**src/hw/rtl/mtu_pkg.sv**
```systemverilog
// Shared types and constants for the 3x3 matrix transform unit.
// Used by the front stage, the job queue, the execution back end and the top level.
`timescale 1ns / 1ps

package mtu_pkg;

  // Fixed-point format of every word.
  localparam int FRAC_BITS = 16;
  localparam int WORD_W    = 32;
  localparam int PROD_W    = 2 * WORD_W;
  localparam int NUM_ELEM  = 9;
  localparam int NUM_LANE  = 3;

  // Saturation bounds, held at product width.
  localparam logic signed [PROD_W-1:0] WORD_MAX = PROD_W'(64'sd2147483647);
  localparam logic signed [PROD_W-1:0] WORD_MIN = -PROD_W'(64'sd2147483648);

  // The value one in Q format, used to pass load words through the multipliers.
  localparam logic signed [WORD_W-1:0] Q_ONE = WORD_W'(1) << FRAC_BITS;

  typedef logic signed [WORD_W-1:0] word_t;

  // Operation codes, same encoding as the command field.
  typedef enum logic [1:0] {
    OP_LOAD = 2'd0,
    OP_MUL  = 2'd1,
    OP_TMUL = 2'd2,
    OP_ROT  = 2'd3
  } op_t;

  // One input item as it arrives on the command channel.
  typedef struct packed {
    logic [1:0] command;
    word_t      elem_0;
    word_t      elem_1;
    word_t      elem_2;
    word_t      elem_3;
    word_t      elem_4;
    word_t      elem_5;
    word_t      elem_6;
    word_t      elem_7;
    word_t      elem_8;
  } in_item_t;

  // One result item as it leaves on the result channel.
  typedef struct packed {
    word_t out_0;
    word_t out_1;
    word_t out_2;
    word_t out_3;
    word_t out_4;
    word_t out_5;
    word_t out_6;
    word_t out_7;
    word_t out_8;
    logic  saturated;
  } out_item_t;

  // A classified item as held in the queue between front and back.
  typedef struct packed {
    op_t                                op;
    logic [NUM_ELEM-1:0][WORD_W-1:0]    elem;
  } job_t;

  // Queue status seen by the front and the back.
  typedef struct packed {
    logic full;
    logic not_empty;
  } q_status_t;

endpackage

```
**src/hw/rtl/mtu_queue.sv**
```systemverilog
// Two-entry job queue between the front stage and the back end.
// Depends on mtu_pkg.
`timescale 1ns / 1ps

module mtu_queue import mtu_pkg::*; (
  input  logic      clk,
  input  logic      rst,
  input  logic      push,
  input  job_t      push_job,
  input  logic      pop,
  output job_t      head_job,
  output q_status_t q_status
);

  job_t       slots [2];
  logic       wr_ptr;
  logic       rd_ptr;
  logic [1:0] count;
  logic       do_push;
  logic       do_pop;

  assign q_status.full      = (count == 2'd2);
  assign q_status.not_empty = (count != 2'd0);
  assign do_push            = push && !q_status.full;
  assign do_pop             = pop && q_status.not_empty;
  assign head_job           = slots[rd_ptr];

  // Pointers and fill count.
  always_ff @(posedge clk) begin
    if (rst) begin
      wr_ptr <= 1'b0;
      rd_ptr <= 1'b0;
      count  <= 2'd0;
    end else begin
      if (do_push) begin
        wr_ptr <= !wr_ptr;
      end
      if (do_pop) begin
        rd_ptr <= !rd_ptr;
      end
      unique case ({do_push, do_pop})
        2'b10:   count <= count + 2'd1;
        2'b01:   count <= count - 2'd1;
        default: count <= count;
      endcase
    end
  end

  // Entry storage.
  always_ff @(posedge clk) begin
    if (do_push) begin
      slots[wr_ptr] <= push_job;
    end
  end

endmodule

```
**config.mk**
```make
export PLATFORM = sky130hd
export DESIGN_NAME = mtu_queue
export DESIGN_NICKNAME = d
export VERILOG_FILES = /design/src/hw/rtl/mtu_pkg.sv /design/src/hw/rtl/mtu_queue.sv
export SDC_FILE = /design/constraint.sdc
export NUM_CORES = 1
export LEC_CHECK = 0
export BUFFER_PORTS_ARGS = -buffer_cell sky130_fd_sc_hd__buf_4
export CELL_PAD_IN_SITES_DETAIL_PLACEMENT = 1
export CELL_PAD_IN_SITES_GLOBAL_PLACEMENT = 2
export CORE_ASPECT_RATIO = 0.8
export CORE_MARGIN = 2
export CORE_UTILIZATION = 34
export DETAILED_ROUTE_END_ITERATION = 8
export PLACE_DENSITY_LB_ADDON = 0.3
export SYNTH_ARGS = -nofsm -noshare
export SYNTH_HDL_FRONTEND = slang
export SYNTH_SLANG_ARGS = --single-unit
export TNS_END_PERCENT = 5
```
**constraint.sdc**
```tcl
create_clock -name clk -period 7.7 [get_ports clk]
set_input_delay 0 -clock clk [delete_from_list [all_inputs] [get_ports clk]]
set_output_delay 0 -clock clk [all_outputs]
set_load 0.05 [all_outputs]
```
==> results.md, run 1 <==
* Vias in the first global route at 13390
* Area Overhead vs Synth at 48.01%
* RSZ-0062 raised after global routing: false
* DP HPWL at 36.32 mm
* M1 GR Usage at 19.43%
* First-pass GRT wire length at 82.13 mm
* Max-cap violation count at 0
* Die Area at 64190 sq um
* Fin cells at between 2000 and 3000
* Main synth FF type: edfxtp_1
* Reg power frac at 36.7%
* Total GRT Usage at roughly 17%
* CTS buffer count at 59
* TritonCTS clock tree: built
* Syn Inst Count at between 900 and 1000
* Count leader, synth: edfxtp_1
* Tmin final at 3.423 ns
* Post-CTS Setup Bufs at 0
* Worst R2R Start: count[0]
* Yosys warns at 0
* GR Overflow Total at 0
* Routed len/inst at 20.68 um
* Hold Path Sink: slots[0][108]
* M2 GR Usage at a little under a third
* P per Cell Area at about 360 nW/um^2
* Area leader, netlist: edfxtp_1
* Hold slack at 0.1355 ns
* Die width at 282.8 um
* Measured slew at the worst slew-check pin at 1.219 ns
* Syn nets at 1223
* Remaining DRCs at 0
* Clk_lat worst skew at about 0.6 ns
* I/O pin total at 586
* Clock power share at around a quarter
* Setup crit end kind: output pin
* Pins Over Slew Limit at 0
* Starting density of the core at 34.47%
* ANT nets after route at 0
* Crit Path Class: reg2out
* Post-Syn Area at 21140 sq um
* Post-synth top area share at 82.40%
* Fraction of registers with async set or reset after synthesis at 0%
* Total length of routed wires at 56.46 mm
* Startpoint Class: flop
* Port Buffers at between 500 and 600
* R2R depth at 5
* Final Hold Violating Endpoints at 0
* Fmax at 292.1 MHz
* DP Area at 26450 sq um
* Net Sw Power at 0.004245 W
* Sw frac at 37.43%
* Sequential-to-total area share from yosys stat at 82.87%
* Comb power frac at about two fifths
* Gr busiest metal: met2
* DRT iter0 DRCs at between 700 and 800
* Library cells used by synthesis at 19
* Pleak at 11.60 nW
* Routed via count at 12050
* CTS max path bufs at 3
* Final period utilization at between 40% and 50%
* Pint at between 0.007 and 0.008 W
* Worst Skew at 0.01701 ns
* Clock transition at path regs at roughly 0.06 ns
* Gpl congestion at roughly 0.77
* First-pass detailed-route iteration total at 5
* Crit path DAT at 3.42 ns
* Initial antenna violation count at 9
* # rows at 81
* Die Ht at around 230 um
* Vias per cell at 4.415
* Worst vdd ir at 0.2593 mV
* Pin count of the biggest net entering global routing at 160
* Post-route cell area at 31290 sq um
* M3 GR Usage at 6.055%
* Reg2Reg Setup Slack at 4.76 ns
* EDFF count, synth at 580
* Final setup TNS at 0 ns
* Crit Path Max Fanout at between 60 and 70
* Root Driver: clkbuf_16
* Fillers at 5826
* Most frequent cells after synthesis: edfxtp_1, mux2_2, buf_2
* Sink Count at 585
* Placed Instances at around 2300
* WHS Path Cells at 2
* Critical Path RT at 7.70 ns
* Core area at about 61000 sq um
* Outcome: finished, final reports clean
* Largest cells by area after synthesis: edfxtp_1, mux2_2, buf_6, buf_2, dfxtp_1
* Endpoints failing setup at 0
* Hold crit path type: in2reg
* Layout cells sized above 1 at 51.16%
* Yosys reg bits at just under 600
* Syn_area_per_cell at 22.78 sq um
* Maximum level of the CTS H-tree at 2
* Max-Slew Margin vs Limit at 18.72%
* Hold path start: push_job[108]
* Nets at ~2100
* Worst r2r dst: slots[0][283]
==> cells by family (layout without fill, tap and decap cells) <==
family	Yosys count	after routing	share of synthesized area, %
other	0	8	0
and+or+nand+nor	9	9	0.2309
muxes	290	290	15.45
AOI/OAI and AO/OA	5	5	0.1302
buffers and inverters	35	999	1.136
adders and majority gates	1	1	0.05918
xor gates and xnor gates	3	3	0.1243
DFF	585	585	82.87
==> worst max-delay path by stage <==
stage	start	endpoint	slack, ns	cells after the start
2_1_floorplan	count[0]	slots[0][0]	0.46	4
3_3_place_gp	count[0]	slots[1][152]	4.80	4
3_5_place_dp	count[0]	slots[1][152]	4.73	4
4_1_cts	flop	head_job[255]	4.21	4
5_1_grt	flop	head_job[204]	4.05	4
6_report	flop	head_job[204]	4.28	4
==> flip-flops by register name (all words and copies together) (netlist names), named ones only <==
name and count:
count 2, rd_ptr 1, slots 580, wr_ptr 1
==> power by group through the flow <==
stage	Clock, W	Combinational [W]	Sequential (W)
after floorplan	0	0.00306	0.00425
after global placement	0	0.00428	0.00421
after detailed placement	0	0.00430	0.00422
after CTS	0.00285	0.00446	0.00416
after global routing	0.00296	0.00461	0.00420
final	0.00276	0.00442	0.00416
==> layer usage <==
metal / part of all wire (%) / vias to the layer above
met5: 0.028 / -
met4: 2.1 / 2
met3: 8.8 / 82
met2: 52 / 438
met1: 38 / 5982
li1: - / 5549
==> placed cells by master, fill, tap and decap left out, drive strengths merged <==
master,instances
dfxtp,5
or2,1
ha,1
o21ai,2
mux2,290
clkinv,23
o21a,1
clkbuf,78
nand2b,1
inv,4
xnor2,2
or3,2
a21oi,2
edfxtp,580
buf,593
dlygate4sd3,296
diode,8
and3,1
bufinv,5
xor2,1
nor2,3
nand2,1
==> stage by stage <==
stage | util [%] | total power [W] | setup slack (ns)
2_1_floorplan | - | 0.007310 | 0.4551
3_3_place_gp | 43.14 | 0.008489 | 4.799
3_5_place_dp | 43.14 | 0.008524 | 4.727
4_1_cts | 50.99 | 0.01146 | 4.207
5_1_grt | 51.02 | 0.01176 | 4.051
6_report | 51.03 | 0.01134 | 4.277
==> final cells by class <==
class | count | area [sq um] | area share, %
well taps | 830 | 1039 | 3.319
clock buffers | 78 | 1590 | 5.083
flip-flops and latches | 585 | 17520 | 56.00
clock inverters | 29 | 260.3 | 0.8318
diodes | 8 | 20.02 | 0.06399
multi-input cells | 308 | 3386 | 10.82
inverters | 3 | 18.77 | 0.05999
repair buffers | 889 | 7452 | 23.82
==> worst max-delay path, stage by stage (launching register included) <==
cell	delay [ns]
dfxtp_4	0.60
buf_4	0.69
buf_4	0.78
mux2_2	0.44
buf_4	0.20
==> repair_timing <==
action / CTS / global route
gates resized for setup: 0 / 0
endpoints found under the hold margin: 585 / 0
hold buffers: 296 / 0
No activity file was read; power rests on OpenSTA's default activity.
==> run 2, diff against run 1 <==
Settings changed: CORE_UTILIZATION 34 to 38.
Clock period 7.7 ns to 3.4 ns, I/O delays scaled along.
==> results.md, run 2 (synthesis gave the netlist of run 1 again) <==
* Routed len/inst at 21.74 um
* Max-cap violation count at 0
* Max-Slew Margin vs Limit at 56.75%
* Crit Path Max Fanout at 78
* Layout cells sized above 1 at 51.47%
* Hold Path Sink: slots[0][60]
* Slowest Stage Delay on Critical Path at 0.70 ns
* DRT iter0 DRCs at 537
* Pins Over Slew Limit at 0
* TritonCTS clock tree: built
* First-pass detailed-route iteration total at 4
* Final Hold Violating Endpoints at 0
* WHS Path Cells at 2
* Hold path start: push_job[60]
* Final period utilization at 72.00%
* Startpoint Class: flop
* Setup slack after layout at 0.9519 ns
* Worst R2R Start: count[0]
* Top flop regs: slots (580), count (2)
* Pin count of the biggest net entering global routing at 79
* R2R depth at 5
* Port Buffers at 585
* Maximum level of the CTS H-tree at 2
* Starting density of the core at a little under two fifths
* Post-CTS Setup Bufs at 0
* Crit-path cells: buf_12 > mux2_2 > buf_4
* Vias in the first global route at between 10000 and 15000
* Reg2Reg Setup Slack at 1.11 ns
* CTS max path bufs at 3
* Initial antenna violation count at 9
* Multi-input gate area at 3396 sq um
* Resized Gates After CTS at 0
* Remaining DRCs at 0
* Die Area at 57540 sq um
* Tmin final at 2.448 ns
* Nets at 2155
* Measured slew at the worst slew-check pin at about 0.65 ns
* GR Overflow Total at 0
* P per Cell Area at 820.7 nW/um^2
* DP HPWL at 36.52 mm
* CP max-delay cell: dfxtp_4
* Area Overhead vs Synth at 48.17%
* Hold slack at 0.1211 ns
* Die width at 267.7 um
* Outcome: finished, final reports clean
* Vias per cell at 4.619
* Setup crit end kind: output pin
* Total length of routed wires at 57.88 mm
* CTS buffer count at 60
* I/O pin total at around 590
* Critical Path RT at roughly 3.4 ns
* Worst r2r dst: slots[0][277]
* Fmax at 408.5 MHz
* Die Ht at 215.0 um
* Core area at 55110 sq um
* Root Driver: clkbuf_16
* Worst Skew at 0.02026 ns
* Sequential cell area at roughly 18000 sq um
* Most common cell after layout, fill and taps aside: buf_4
* Clk_lat worst skew at 0.60 ns
* Clock transition at path regs at approximately 0.060 ns
* Max reg flops at between 500 and 600
* # rows at just under 80
* RSZ-0062 raised after global routing: false
* Most frequent cells in the layout: buf_4, edfxtp_1, dlygate4sd3_1, mux2_2, clkbuf_16
* Gpl congestion at 0.7684
* Total GRT Usage at between 10% and 20%
* ANT nets after route at 0
* Crit path DAT at 2.45 ns
* Pleak at 11.65 nW
* Largest register by flop count: slots
* Crit Path Class: reg2out
* Worst vdd ir at ~0.65 mV
* Fillers at 5051
* Pre-CTS setup slack at 1.047 ns
* First-pass GRT wire length at ~86 mm
* Hold crit path type: in2reg
* Routed via count at 12300
* Endpoints failing setup at 0
* Sink Count at between 500 and 600
## run 2: cell count changes in the layout (fill, tap and decap cells not counted), moves of 2 or more
| cell | change |
|---|---|
| buf_12 | +8 |
| buf_4 | +6 |
| clkinv_1 | +6 |
| bufinv_16 | -3 |
| clkbuf_1 | -2 |
| clkinvlp_4 | +2 |
| diode_2 | -2 |
## run 2: per-stage QoR
| step | area [sq um] | TNS [ns] | instances | total power [W] | utilization, % |
|---|---|---|---|---|---|
| after global placement | 26570 | 0 | 2253 | 0.01941 | 48.22 |
| after detailed placement | 26570 | 0 | 2253 | 0.01951 | 48.22 |
| final | 31320 | 0 | 2662 | 0.02570 | 56.83 |
| after CTS | 31300 | 0 | 2656 | 0.02592 | 56.80 |
| after floorplan | 21160 | -917.50 | 928 | 0.01651 | - |
| after global routing | 31320 | 0 | 2661 | 0.02663 | 56.83 |
## run 2: how the worst max path moves through the flow
stage                         end  slack (ns)  cells past startpoint
finish               head_job[53]        0.95                      3
global route         head_job[53]        0.81                      3
CTS                 head_job[219]        0.87                      3
detailed placement  slots[0][281]        1.05                      5
global placement    slots[0][279]        1.08                      5
floorplan             slots[0][0]       -2.06                      4
## run 2: final cells by class
type	instances	area share (%)
Antenna cell	6	0.04794
Clock buffer	76	5.054
Clock inverter	32	0.6232
Inverter	3	0.07191
Multi-Input combinational cell	308	10.84
Sequential cell	585	55.95
Tap cell	750	2.996
Timing Repair Buffer	902	24.42
## run 2: critical path: cells and delay by family, from the launching register on
kind | cells | cell delay (ns)
buf+inv | 2 | 0.64
flops | 1 | 0.70
mux | 1 | 0.41
## run 2: layer usage
layer | vias to the layer above | routed length, um | global-route usage, %
li1 | 5582 | - | -
met1 | 6187 | 21620 | 22.57
met2 | 424 | 29790 | 35.15
met3 | 94 | 4958 | 6.990
met4 | 8 | 1456 | 5.959
met5 | - | 52 | 0
## run 2: power breakdown
part           switching [W]  internal [W]  leakage, nW
sequential          0.000299       0.00909         5.47
combinational        0.00683       0.00341         5.31
clock                0.00266       0.00341        0.872
## run 2: repair_timing
item                                    CTS  global route
hold endpoints to repair                585             0
hold buffers                            295             0
endpoints found under the setup margin    0             0
