<file path="config.mk">
export PLATFORM = sky130hd
export DESIGN_NAME = mtu_front
export DESIGN_NICKNAME = d
export VERILOG_FILES = /design/src/hw/rtl/mtu_pkg.sv /design/src/hw/rtl/mtu_front.sv
export SDC_FILE = /design/constraint.sdc
export NUM_CORES = 1
export LEC_CHECK = 0
export BUFFER_PORTS_ARGS = -buffer_cell sky130_fd_sc_hd__buf_2
export CORE_AREA = 10 10 223 225
export CTS_BUF_LIST = sky130_fd_sc_hd__clkbuf_2
export DETAILED_ROUTE_END_ITERATION = 10
export DIE_AREA = 0 0 233 235
export PLACE_DENSITY = 0.52
export SLEW_MARGIN = 20
export SYNTH_ARGS = -nofsm -noshare
export SYNTH_HDL_FRONTEND = slang
export SYNTH_SLANG_ARGS = --single-unit
</file>
<file path="constraint.sdc">
create_clock -name clk -period 10.2 [get_ports clk]
set_clock_uncertainty 0.2 [all_clocks]
set_input_delay 0.51 -clock clk [delete_from_list [all_inputs] [get_ports clk]]
set_output_delay 0.51 -clock clk [all_outputs]
set_load 0.05 [all_outputs]
</file>
<file path="src/hw/rtl/mtu_pkg.sv">
// Shared types and constants for the 3x3 matrix transform unit.
// Used by the front stage, the job queue, the execution back end and the top level.
`timescale 1ns / 1ps

package mtu_pkg;

  // Fixed-point format of every word.
  localparam int FRAC_BITS = 16;
  localparam int WORD_W    = 32;
  localparam int PROD_W    = 2 * WORD_W;
  localparam int NUM_ELEM  = 9;
  localparam int NUM_LANE  = 3;

  // Saturation bounds, held at product width.
  localparam logic signed [PROD_W-1:0] WORD_MAX = PROD_W'(64'sd2147483647);
  localparam logic signed [PROD_W-1:0] WORD_MIN = -PROD_W'(64'sd2147483648);

  // The value one in Q format, used to pass load words through the multipliers.
  localparam logic signed [WORD_W-1:0] Q_ONE = WORD_W'(1) << FRAC_BITS;

  typedef logic signed [WORD_W-1:0] word_t;

  // Operation codes, same encoding as the command field.
  typedef enum logic [1:0] {
    OP_LOAD = 2'd0,
    OP_MUL  = 2'd1,
    OP_TMUL = 2'd2,
    OP_ROT  = 2'd3
  } op_t;

  // One input item as it arrives on the command channel.
  typedef struct packed {
    logic [1:0] command;
    word_t      elem_0;
    word_t      elem_1;
    word_t      elem_2;
    word_t      elem_3;
    word_t      elem_4;
    word_t      elem_5;
    word_t      elem_6;
    word_t      elem_7;
    word_t      elem_8;
  } in_item_t;

  // One result item as it leaves on the result channel.
  typedef struct packed {
    word_t out_0;
    word_t out_1;
    word_t out_2;
    word_t out_3;
    word_t out_4;
    word_t out_5;
    word_t out_6;
    word_t out_7;
    word_t out_8;
    logic  saturated;
  } out_item_t;

  // A classified item as held in the queue between front and back.
  typedef struct packed {
    op_t                                op;
    logic [NUM_ELEM-1:0][WORD_W-1:0]    elem;
  } job_t;

  // Queue status seen by the front and the back.
  typedef struct packed {
    logic full;
    logic not_empty;
  } q_status_t;

endpackage

</file>
<file path="src/hw/rtl/mtu_front.sv">
// Front stage of the matrix transform unit: accepts items and classifies them.
// Depends on mtu_pkg; feeds mtu_queue.
`timescale 1ns / 1ps

module mtu_front import mtu_pkg::*; (
  input  logic      clk,
  input  logic      rst,
  input  logic      cmd_valid,
  output logic      cmd_stall,
  input  in_item_t  cmd_item,
  input  q_status_t q_status,
  output logic      push,
  output job_t      push_job
);

  logic f_valid;
  job_t f_job;
  logic take;
  logic moved;

  // The held item moves on whenever the queue has room.
  assign moved     = f_valid && !q_status.full;
  assign cmd_stall = f_valid && q_status.full;
  assign take      = cmd_valid && !cmd_stall;
  assign push      = moved;
  assign push_job  = f_job;

  // Valid flag of the front register.
  always_ff @(posedge clk) begin
    if (rst) begin
      f_valid <= 1'b0;
    end else if (take) begin
      f_valid <= 1'b1;
    end else if (moved) begin
      f_valid <= 1'b0;
    end
  end

  // Decode the command and pack the operands in row-major order.
  always_ff @(posedge clk) begin
    if (take) begin
      f_job.op      <= op_t'(cmd_item.command);
      f_job.elem[0] <= cmd_item.elem_0;
      f_job.elem[1] <= cmd_item.elem_1;
      f_job.elem[2] <= cmd_item.elem_2;
      f_job.elem[3] <= cmd_item.elem_3;
      f_job.elem[4] <= cmd_item.elem_4;
      f_job.elem[5] <= cmd_item.elem_5;
      f_job.elem[6] <= cmd_item.elem_6;
      f_job.elem[7] <= cmd_item.elem_7;
      f_job.elem[8] <= cmd_item.elem_8;
    end
  end

endmodule

</file>
==> results of run 1 <==
[through the flow]
step / util, % / worst slack (ns) / hold slack, ns / instances / area [µm²]
2_1_floorplan: - / 1.23 / 0.267 / 296 / 8760
3_3_place_gp: 27.7 / 7.03 / 0.292 / 1485 / 12500
3_5_place_dp: 27.7 / 6.98 / 0.294 / 1485 / 12500
[cell families after synthesis]
family	count (synthesis)	share of synthesized area [%]
compound gates	1	0.0571
flops	291	99.6
simple gates	4	0.343
==> impl_metrics.ini, run 1 <==
[place]
post-dp-hpwl_mm = 24.7
buffer_ports.inserted = 585
gp_congestion = 0.794

[clock_network]
cts_num_sinks = 291
cts-resized-gates = 0
post_cts_repair_setup_buffers = 0
cts_inserted_buffers = 79
htree_levels = 3
cts.path.max_buffers = 3
root_buffer = sky130_fd_sc_hd__clkbuf_2
cts_hold_buffers = 324

[yosys]
synth-main-ff-cell = sky130_fd_sc_hd__edfxtp_1
post-synth-top-count-cell = sky130_fd_sc_hd__edfxtp_1
synth_top_cell_by_area = sky130_fd_sc_hd__edfxtp_1
syn-instance-count = 296
synthesis.area_per_instance_um2 = 29.6
synth.ff_latch_count = 291
mappedNetlistArea_um2 = 8760
synth_enable_flop_cells = 290
post-synth-top-area-fraction_pct = 99.4
synth_cell_types = 7
syn-num-nets = 591
ys_seq_area_share_pct = 99.6
synth-async-reset-ratio_pct = 0
synth_warnings = 0
synth.area.top_cells = sky130_fd_sc_hd__edfxtp_1 (99%), sky130_fd_sc_hd__dfxtp_1 (0.23%), sky130_fd_sc_hd__and2_4 (0.10%)

[status]
stage_where_the_flow_stopped = 4_1_cts
toolErrorMsg = [ERROR RSZ-0060] Max buffer count reached.
status = aborted with a tool error

[floorplan]
row_count = 78
ios = 587
height_of_the_die_um = 235
initial_core_util_pct = 19.4
die_w_um = 233
==> run 2, diff against run 1 <==
--- a/config.mk
+++ b/config.mk
@@ -6,11 +6,10 @@
 export NUM_CORES = 1
 export LEC_CHECK = 0
 export BUFFER_PORTS_ARGS = -buffer_cell sky130_fd_sc_hd__buf_2
-export CORE_AREA = 10 10 223 225
-export CTS_BUF_LIST = sky130_fd_sc_hd__clkbuf_2
+export CORE_AREA = 10 10 222 224
 export DETAILED_ROUTE_END_ITERATION = 10
-export DIE_AREA = 0 0 233 235
-export PLACE_DENSITY = 0.52
+export DIE_AREA = 0 0 232 234
+export PLACE_DENSITY_LB_ADDON = 0.15
 export SLEW_MARGIN = 20
 export SYNTH_ARGS = -nofsm -noshare
 export SYNTH_HDL_FRONTEND = slang
==> run 2 against run 1 <==
The run now ends clean. Synthesized area did not move. Synthesized cell count stayed put.
==> impl_metrics.ini, run 2 <==
[power]
switchingPower_uw = 829
p_leak_uw = 0.00689
p_int_uw = 2240
clock_power_share_pct = 37.7
power.share.switching_pct = 27.0
powerDensity_nw_per_um2 = 187
pwr-share-comb_pct = 16.2
worst_ir_drop_vdd_v = 0.000115
seqPwrFrac_pct = 46.1

[timing]
period_needed_ns = 2.93
timing.fmax_mhz = 341
timing_max_transition_violations_final = 0
min_period_over_period_pct = 28.8
rsz0062_at_grt = false
final_setup_tns_ns = 0
transition_time_of_the_tightest_slew_check_pin_ns = 1.07
final-hold-violation-count = 0
worst_hold_slack_ns = 0.489
slew_headroom_pct = 28.5
setup_viol_count_final = 0

[place]
place_area_um2 = 12500
buffer_ports.inserted = 585
gp_congestion = 0.750
post-dp-hpwl_mm = 24.9

[clock_network]
root_buffer = sky130_fd_sc_hd__clkbuf_16
cts_num_sinks = 291
cts-resized-gates = 0
clkTransAtPathRegs_ns = 0.06
cts.path.max_buffers = 3
htree_levels = 2
cts_inserted_buffers = 35
cts_tree = yes
clock_insertion_delay_worst_skew_ns = 0.52

[status]
status = completed

[global_route]
grt.total_usage_pct = 11.7
antenna_found_initial = 0
met3_track_utilization_from_global_routing_pct = 5.10
grtUsageMet2_pct = 20.9
global_route_wire_length_before_repair_mm = 47.7
grt_pass1_vias = 7331
global_route.overflow_total = 0
met1_usage_pct = 12.2
globalRoute.busiestLayer = met2
grt_max_degree = 145

[yosys]
synth-async-reset-ratio_pct = 0
syn-num-nets = 591
ys_seq_area_share_pct = 99.6
synth-main-ff-cell = sky130_fd_sc_hd__edfxtp_1
mappedNetlistArea_um2 = 8760
post-synth-top-area-fraction_pct = 99.4
synthesis.area_per_instance_um2 = 29.6
synth_warnings = 0
synth_top_cell_by_area = sky130_fd_sc_hd__edfxtp_1
post-synth-top-count-cell = sky130_fd_sc_hd__edfxtp_1
syn-instance-count = 296
synth.ff_latch_count = 291
synth_enable_flop_cells = 290
synth_cell_types = 7
synth.area.top_cells = sky130_fd_sc_hd__edfxtp_1 (99%), sky130_fd_sc_hd__dfxtp_1 (0.23%), sky130_fd_sc_hd__and2_4 (0.10%)

[setup_path]
timing.rr.end = push_job[131]$_DFFE_PP_
reg2reg_depth = 4
timing.critical_path.arrival_ns = 2.87
path_class = reg2reg
cp-start-kind = flip-flop
worst_setup_path_startpoint = f_valid$_SDFFE_PP0P_
reg2reg_setup_slack_ns = 7.27
required_ns = 10.13
reg2reg_launch_point = f_valid$_SDFFE_PP0P_
crit_fanout = 80
crit_end = push_job[131]$_DFFE_PP_
timing.critical_path.to_type = flip-flop

[routing]
dr.first_iter.drc_count = 247
drt_first_pass_iters = 4
route.vias.total = 6523
wl_per_cell_um = 18.3
drc = 0
drtAntennaViolNets = 0
wirelength_mm = 33.5
vias_per_cell = 3.55

[floorplan]
die_w_um = 232
ios = 587
initial_core_util_pct = 19.5
row_count = 78
height_of_the_die_um = 234
core_area_um2 = 44900
dieArea_um2 = 54300

[worst_hold_path]
min_delay_path_depth = 2
hold_path.class = in2reg

[layout]
layout_net_count = 1508
drive_gt1_share_pct = 51.5
p_r_area_growth_vs_syn_pct = 87.8
layout.cells.most_common_list = sky130_fd_sc_hd__buf_2 (585), sky130_fd_sc_hd__dlygate4sd3_1 (292), sky130_fd_sc_hd__edfxtp_1 (290)
final_std_cell_area_no_fill_um2 = 16500
antennaDiodeCount = 0
number_of_flip_flops_in_the_largest_register = 290
layout_commonest_cell = sky130_fd_sc_hd__buf_2

[flow_run]
maxCapViolations = 0
run 2: cell counts after synthesis:
Identical to the previous run, type by type.
run 2: cell families (layout without fill, tap and decap cells):
| group | after synthesis | after routing | share of synthesized area (%) |
|---|---|---|---|
| AO/OA/AOI/OAI | 1 | 1 | 0.0571 |
| buffers and inverters | 0 | 940 | 0 |
| flip-flops | 291 | 291 | 99.6 |
| AND/OR/NAND/NOR | 4 | 4 | 0.343 |
run 2: worst max-delay path, stage by stage, from the launching register on:
cell and delay (ns):
sky130_fd_sc_hd__dfxtp_1 0.32, sky130_fd_sc_hd__and2_4 0.15, sky130_fd_sc_hd__nor2b_4 0.13, sky130_fd_sc_hd__buf_4 0.81, sky130_fd_sc_hd__buf_4 0.80
run 2: area by class of cell:
cell class	count	area [µm²]
Tap cell	600	751
Timing Repair Buffer	880	5890
Multi-Input combinational cell	5	40.0
Clock inverter	15	98.8
Fill cell	4311	28400
Sequential cell	291	8730
Clock buffer	45	956
run 2: worst min path at each step:
| stage | start | end | slack [ns] |
|---|---|---|---|
| finish | cmd_item[226] | push_job[34]$_DFFE_PP_ | 0.49 |
| global route | cmd_item[3] | push_job[259]$_DFFE_PP_ | 0.47 |
| CTS | cmd_item[219] | push_job[91]$_DFFE_PP_ | 0.45 |
| detailed placement | f_valid$_SDFFE_PP0P_ | f_valid$_SDFFE_PP0P_ | 0.31 |
| global placement | f_valid$_SDFFE_PP0P_ | f_valid$_SDFFE_PP0P_ | 0.31 |
| floorplan | f_valid$_SDFFE_PP0P_ | f_valid$_SDFFE_PP0P_ | 0.27 |
run 2: routing by layer:
layer | part of all wire (%) | wire (µm) | vias to the layer above
li1 | - | - | 3049
met1 | 35 | 11900 | 3103
met2 | 53 | 17700 | 319
met3 | 9.3 | 3120 | 52
met4 | 2.6 | 870 | 0
met5 | 0 | 0 | -
run 2: what timing repair did:
action,in CTS,in global routing
hold buffers,292,0
buffers inserted,0,0
endpoints found under the setup margin,0,0
endpoints found under the hold margin,291,0
run 2: metrics by stage:
stage          worst slack [ns]  power, µW  utilization (%)  instances
2_1_floorplan              1.23       1720                -        296
3_3_place_gp               6.93       1850             27.8       1484
3_5_place_dp               6.91       1850             27.8       1484
4_1_cts                    7.23       3130             36.7       1836
5_1_grt                    7.10       3200             36.7       1836
6_report                   7.27       3070             36.7       1836
run 2: power by group through the flow:
stage,registers [µW],logic (µW),clock network (µW)
finish,1420,497,1160
floorplan,1700,22.7,0
detailed placement,1440,410,0
CTS,1420,504,1210
global placement,1440,409,0
global route,1420,522,1250
Note: power is estimated with default switching activity, not from simulation.
==> run 3, diff against run 2 <==
--- a/config.mk
+++ b/config.mk
@@ -5,6 +5,7 @@
 export SDC_FILE = /design/constraint.sdc
 export NUM_CORES = 1
 export LEC_CHECK = 0
+export ABC_AREA = 1
 export BUFFER_PORTS_ARGS = -buffer_cell sky130_fd_sc_hd__buf_2
 export CORE_AREA = 10 10 222 224
 export DETAILED_ROUTE_END_ITERATION = 10
==> constraint.sdc (replaced) <==
create_clock -name clk -period 3 [get_ports clk]
set_clock_uncertainty 0.2 [all_clocks]
set_input_delay 0.15 -clock clk [delete_from_list [all_inputs] [get_ports clk]]
set_output_delay 0.15 -clock clk [all_outputs]
set_load 0.05 [all_outputs]
==> run 3 against run 2 <==
First-iteration DRC count up 9.3%. Combinational power grew to 3.4 times the previous value. Die area unchanged. Synthesized area hardly changed. Utilization increased by 0.18 points. Largest power group unchanged.
==> impl_metrics.ini, run 3 <==
[status]
status = completed

[timing]
period_needed_ns = 1.90
slew_headroom_pct = 48.7
transition_time_of_the_tightest_slew_check_pin_ns = 0.769
timing_max_transition_violations_final = 0
final-hold-violation-count = 0
rsz0062_at_grt = false
setup_viol_count_final = 0
layout_setup_ws_ns = 1.10
timing.fmax_mhz = 527
min_period_over_period_pct = 63.2

[yosys]
mappedNetlistArea_um2 = 8760
synth_cell_types = 7
synthesis.area_per_instance_um2 = 29.4
synth.area.top_cells = sky130_fd_sc_hd__edfxtp_1 (99%), sky130_fd_sc_hd__dfxtp_1 (0.23%), sky130_fd_sc_hd__a21oi_2 (0.10%)
synth_top_cell_by_area = sky130_fd_sc_hd__edfxtp_1
synth.ff_latch_count = 291
ys_seq_area_share_pct = 99.6
synth-main-ff-cell = sky130_fd_sc_hd__edfxtp_1
synth_warnings = 0
post-synth-top-count-cell = sky130_fd_sc_hd__edfxtp_1
syn-num-nets = 593
synth.top_cells.by_count = sky130_fd_sc_hd__edfxtp_1 (290), sky130_fd_sc_hd__inv_1 (2), sky130_fd_sc_hd__nor2_1 (2)
synth_enable_flop_cells = 290
post-synth-top-area-fraction_pct = 99.4
syn-instance-count = 298
synth-async-reset-ratio_pct = 0

[global_route]
antenna_found_initial = 1
grt.total_usage_pct = 11.9
global_route.overflow_total = 0
grt_max_degree = 124
grt_pass1_vias = 7487
global_route_wire_length_before_repair_mm = 48.3

[clock_network]
cts_num_sinks = 291
cts-resized-gates = 0
cts.path.max_buffers = 3
cts_hold_buffers = 294
cts_inserted_buffers = 34
cts_tree = yes
post_cts_repair_setup_buffers = 0
clkTransAtPathRegs_ns = 0.06
clock_insertion_delay_worst_skew_ns = 0.52
htree_levels = 2
root_buffer = sky130_fd_sc_hd__clkbuf_16

[floorplan]
dieArea_um2 = 54300
height_of_the_die_um = 234
die_w_um = 232
row_count = 78
ios = 587
core_area_um2 = 44900
initial_core_util_pct = 19.5

[setup_path]
reg2reg_depth = 4
reg2reg_setup_slack_ns = 1.10
timing.critical_path.arrival_ns = 1.84
cp-start-kind = flip-flop
crit_buf_inv = 2
path_class = reg2reg
reg2reg_launch_point = f_valid$_SDFFE_PP0P_
crit_path_top_delay_cell = sky130_fd_sc_hd__buf_12
required_ns = 2.94
timing.rr.end = push_job[181]$_DFFE_PP_
timing.critical_path.to_type = flip-flop
timing.critical_path.cells = nand2_4 -> inv_8 -> nor2_4 -> buf_12
crit_fanout = 123
worst_path_dominant_cell_family = buffers and inverters
worst_path_largest_cell_delay_ns = 0.45

[worst_hold_path]
worst_hold_startpoint = cmd_valid
min_delay_path_depth = 4
hold_path.class = in2reg
worst_hold_path.endpoint = push_job[269]$_DFFE_PP_

[routing]
wl_per_cell_um = 18.5
vias_per_cell = 3.54
drc = 0
drtAntennaViolNets = 0
dr.first_iter.drc_count = 270
drt_first_pass_iters = 4
route.vias.total = 6532
wirelength_mm = 34.0

[layout]
fillers = 4345
layout_net_count = 1515
drive_gt1_share_pct = 51.4
p_r_area_growth_vs_syn_pct = 88.8
layout.cells.most_common_list = sky130_fd_sc_hd__buf_2 (585), sky130_fd_sc_hd__dlygate4sd3_1 (294), sky130_fd_sc_hd__edfxtp_1 (290)
multi_input_comb_area_um2 = 35.0
antennaDiodeCount = 0
layout_commonest_cell = sky130_fd_sc_hd__buf_2
layout.area.seq_um2 = 8730
final_cell_count_no_fill = 1843
number_of_flip_flops_in_the_largest_register = 290

[power]
seqPwrFrac_pct = 46.1
worst_ir_drop_vdd_v = 0.000396
switchingPower_uw = 2810
p_int_uw = 7640
pwr-share-comb_pct = 16.3
powerDensity_nw_per_um2 = 632
power.share.switching_pct = 26.9
p_leak_uw = 0.00693
finalPower_uw = 10400
clock_power_share_pct = 37.5

[flow_run]
maxCapViolations = 0

[place]
dp_worst_setup_slack_ns = 1.12
gp_congestion = 0.726
dp_cells = 1490
buffer_ports.inserted = 585
post-dp-hpwl_mm = 25.6
==> run 3: cell types whose count changed after synthesis, sizes merged <==
cell	delta
nor2b	-1
nor2	+1
and2	-1
inv	+3
nand2	+1
and2b	-1
==> run 3: worst register-to-register path, delay by kind of cell (launching register included) <==
kind | cells | cell delay [ns]
buf+inv | 2 | 0.48
flops | 1 | 0.33
simple gates | 2 | 0.30
==> run 3: layout make-up <==
| cell class | count | area share [%] |
|---|---|---|
| flip-flops and latches | 291 | 52.8 |
| inverters | 3 | 0.113 |
| clock buffers | 49 | 5.87 |
| repair buffers | 886 | 36.0 |
| well taps | 600 | 4.54 |
| multi-input cells | 4 | 0.212 |
| clock inverters | 10 | 0.446 |
==> run 3: cells by family (layout without fill, tap and decap cells) <==
kind of cell / after synthesis / count (layout) / synth area share, %
AO/OA/AOI/OAI: 1 / 1 / 0.100
buffers and inverters: 3 / 948 / 0.129
flip-flops: 291 / 291 / 99.6
AND/OR/NAND/NOR: 3 / 3 / 0.157
==> run 3: worst max-delay path by stage <==
stage,start,endpoint,slack (ns),depth (start not counted)
6_report,f_valid$_SDFFE_PP0P_,push_job[181]$_DFFE_PP_,1.10,4
5_1_grt,f_valid$_SDFFE_PP0P_,push_job[104]$_DFFE_PP_,1.07,4
4_1_cts,f_valid$_SDFFE_PP0P_,push_job[181]$_DFFE_PP_,1.13,4
3_5_place_dp,f_valid$_SDFFE_PP0P_,push_job[181]$_DFFE_PP_,1.12,4
3_3_place_gp,f_valid$_SDFFE_PP0P_,push_job[181]$_DFFE_PP_,1.13,4
2_1_floorplan,f_valid$_SDFFE_PP0P_,push_job[0]$_DFFE_PP_,-2.38,3
==> run 3: through the flow <==
| step | util (%) | TNS (ns) | area [µm²] | hold slack (ns) |
|---|---|---|---|---|
| 2_1_floorplan | - | -688.93 | 8780 | 0.00508 |
| 3_3_place_gp | 28.0 | 0 | 12600 | 0.110 |
| 3_5_place_dp | 28.0 | 0 | 12600 | 0.115 |
| 4_1_cts | 36.8 | 0 | 16500 | 0.00445 |
| 5_1_grt | 36.8 | 0 | 16500 | 0.0435 |
| 6_report | 36.8 | 0 | 16500 | 0.0511 |
==> run 3: layer usage <==
metal	GRT usage, %	vias up	part of all wire (%)
li1	-	3061	-
met1	12.3	3098	35
met2	21.3	323	53
met3	5.14	48	10
met4	3.88	2	2.0
met5	0	-	0.032
==> run 3: power groups by stage <==
stage	clock [µW]	combinational, µW	sequential [µW]
floorplan	0	79.4	5750
global placement	0	1410	4900
detailed placement	0	1410	4900
CTS	4100	1730	4820
global route	4260	1790	4840
finish	3920	1710	4820
==> run 4, diff against run 3 <==
==> constraint.sdc (replaced) <==
create_clock -name clk -period 1.57 [get_ports clk]
set_clock_uncertainty 0.2 [all_clocks]
set_input_delay 0.0785 -clock clk [delete_from_list [all_inputs] [get_ports clk]]
set_output_delay 0.0785 -clock clk [all_outputs]
set_load 0.05 [all_outputs]
==> run 4 against run 3 <==
First-iteration DRC count shrank 11%. Register-to-register slack got worse by 1.0 ns. Final area rose by 1.7%. Wire length grew 1.8%. Global-route usage increased by 0.15 points. Utilization rose by 0.61 points. Clock power increased by 91%. Non-clock buffer count is 16 higher. Clock-buffer cell count shrank 4. Via count up 1.4%. Hold slack better by 0.010 ns.
==> impl_metrics.ini, run 4 (synthesis gave the netlist of run 3 again) <==
[setup_path]
required_ns = 1.59
timing.critical_path.arrival_ns = 1.53
crit_fanout = 24
crit_buf_inv = 3
cp-start-kind = flip-flop
reg2reg_setup_slack_ns = 0.06
path_class = reg2reg
timing.critical_path.cells = nand2_4 -> inv_8 -> nor2_4 -> buf_12 -> buf_12
cp_common_cell = sky130_fd_sc_hd__buf_12
crit_path_top_delay_cell = sky130_fd_sc_hd__dfxtp_2
worst_path_largest_cell_delay_ns = 0.33
timing.critical_path.to_type = flip-flop
worst_path_dominant_cell_family = buffers and inverters

[clock_network]
cts_num_sinks = 291
root_buffer = sky130_fd_sc_hd__clkbuf_16
clkTransAtPathRegs_ns = 0.05
clock_insertion_delay_worst_skew_ns = 0.51
cts_inserted_buffers = 34
cts_tree = yes
htree_levels = 2
cts.path.max_buffers = 3

[layout]
drive_gt1_share_pct = 52.4
fillers = 4255
layout_commonest_cell = sky130_fd_sc_hd__buf_2
p_r_area_growth_vs_syn_pct = 91.9
final_core_utilization_pct = 37.5
final_cell_count_no_fill = 1861
layout_net_count = 1531
number_of_flip_flops_in_the_largest_register = 290
layout.cells.most_common_list = sky130_fd_sc_hd__buf_2 (583), sky130_fd_sc_hd__dlygate4sd3_1 (294), sky130_fd_sc_hd__edfxtp_1 (290)

[status]
status = completed

[routing]
wl_per_cell_um = 18.6
vias_per_cell = 3.56
drtAntennaViolNets = 0
dr.first_iter.drc_count = 240
drc = 0
route.vias.total = 6621
drt_first_pass_iters = 4
wirelength_mm = 34.6

[floorplan]
die_w_um = 232
row_count = 78
dieArea_um2 = 54300
ios = 587
height_of_the_die_um = 234
core_area_um2 = 44900
initial_core_util_pct = 19.5

[power]
powerDensity_nw_per_um2 = 1190
p_leak_uw = 0.00707
worst_ir_drop_vdd_v = 0.000891
finalPower_uw = 20100

[timing]
min_period_over_period_pct = 96.2
timing.fmax_mhz = 662
worst_hold_slack_ns = 0.0612
timing_max_transition_violations_final = 0
transition_time_of_the_tightest_slew_check_pin_ns = 0.376
layout_setup_ws_ns = 0.0595
setup_viol_count_final = 0
rsz0062_at_grt = false
final-hold-violation-count = 0
period_needed_ns = 1.51
slew_headroom_pct = 75.1

[global_route]
global_route.overflow_total = 0
global_route_wire_length_before_repair_mm = 49.1
antenna_found_initial = 2
grt.total_usage_pct = 12.0
grt_pass1_vias = 7623
grt_max_degree = 29

[worst_hold_path]
hold_path.class = in2reg

[place]
buffer_ports.inserted = 585
gp_congestion = 0.736
post-dp-hpwl_mm = 26.2
dp_cells = 1504
dp_worst_setup_slack_ns = -0.00410

[flow_run]
maxCapViolations = 0
[run 4: cell count changes in the layout (fill, tap and decap cells not counted), moves of 4 or more]
| cell | change |
|---|---|
| sky130_fd_sc_hd__buf_6 | +5 |
| sky130_fd_sc_hd__buf_4 | +5 |
| sky130_fd_sc_hd__buf_12 | +5 |
| sky130_fd_sc_hd__clkbuf_1 | -4 |
| sky130_fd_sc_hd__clkinv_2 | +5 |
[run 4: timing repair]
item	CTS	global route
setup buffers	0	1
pin swaps	0	1
setup endpoints to repair	16	69
cloned	0	1
gates resized for setup	3	7
hold buffers	294	0
endpoints found under the hold margin	300	0
[run 4: path summary, 6_finish.rpt]
path	start	endpoint	cells past startpoint
setup / recovery	f_valid$_SDFFE_PP0P_	push_job[15]$_DFFE_PP_	5
hold / removal	cmd_item[214]	push_job[86]$_DFFE_PP_	2
setup reg to reg	f_valid$_SDFFE_PP0P_	push_job[15]$_DFFE_PP_	5
hold reg to reg	f_valid$_SDFFE_PP0P_	push_job[234]$_DFFE_PP_	4
[run 4: per-layer routing]
layer  part of all wire (%)  global-route usage [%]  up-vias
met5                      0                       0        -
met4                    2.4                    4.29        0
met3                     10                    5.15       49
met2                     52                    21.6      352
met1                     35                    12.3     3123
li1                       -                       -     3097
[run 4: cell type report]
class / instances / area (µm²) / area share [%]
flip-flops and latches: 291 / 8730 / 51.9
repair buffers: 902 / 6220 / 37.0
clock buffers: 45 / 956 / 5.68
well taps: 600 / 751 / 4.46
clock inverters: 14 / 92.6 / 0.551
multi-input cells: 4 / 37.5 / 0.223
inverters: 3 / 18.8 / 0.112
diodes: 2 / 5.00 / 0.0298
[run 4: report_power, final]
group | internal [µW] | leakage [µW] | switching (µW) | total (µW)
clock network | 4440 | 0.000519 | 3050 | 7490
registers | 9100 | 0.00281 | 112 | 9210
logic | 1120 | 0.00374 | 2250 | 3370
total | 14700 | 0.00707 | 5410 | 20100
[run 4: metrics by stage]
| step | instance area, µm² | TNS [ns] |
|---|---|---|
| 6_report | 16800 | 0 |
| 5_1_grt | 16800 | 0 |
| 4_1_cts | 16700 | 0 |
| 3_5_place_dp | 12700 | -0.0466 |
| 3_3_place_gp | 12700 | -0.0462 |
| 2_1_floorplan | 8780 | -1103.63 |
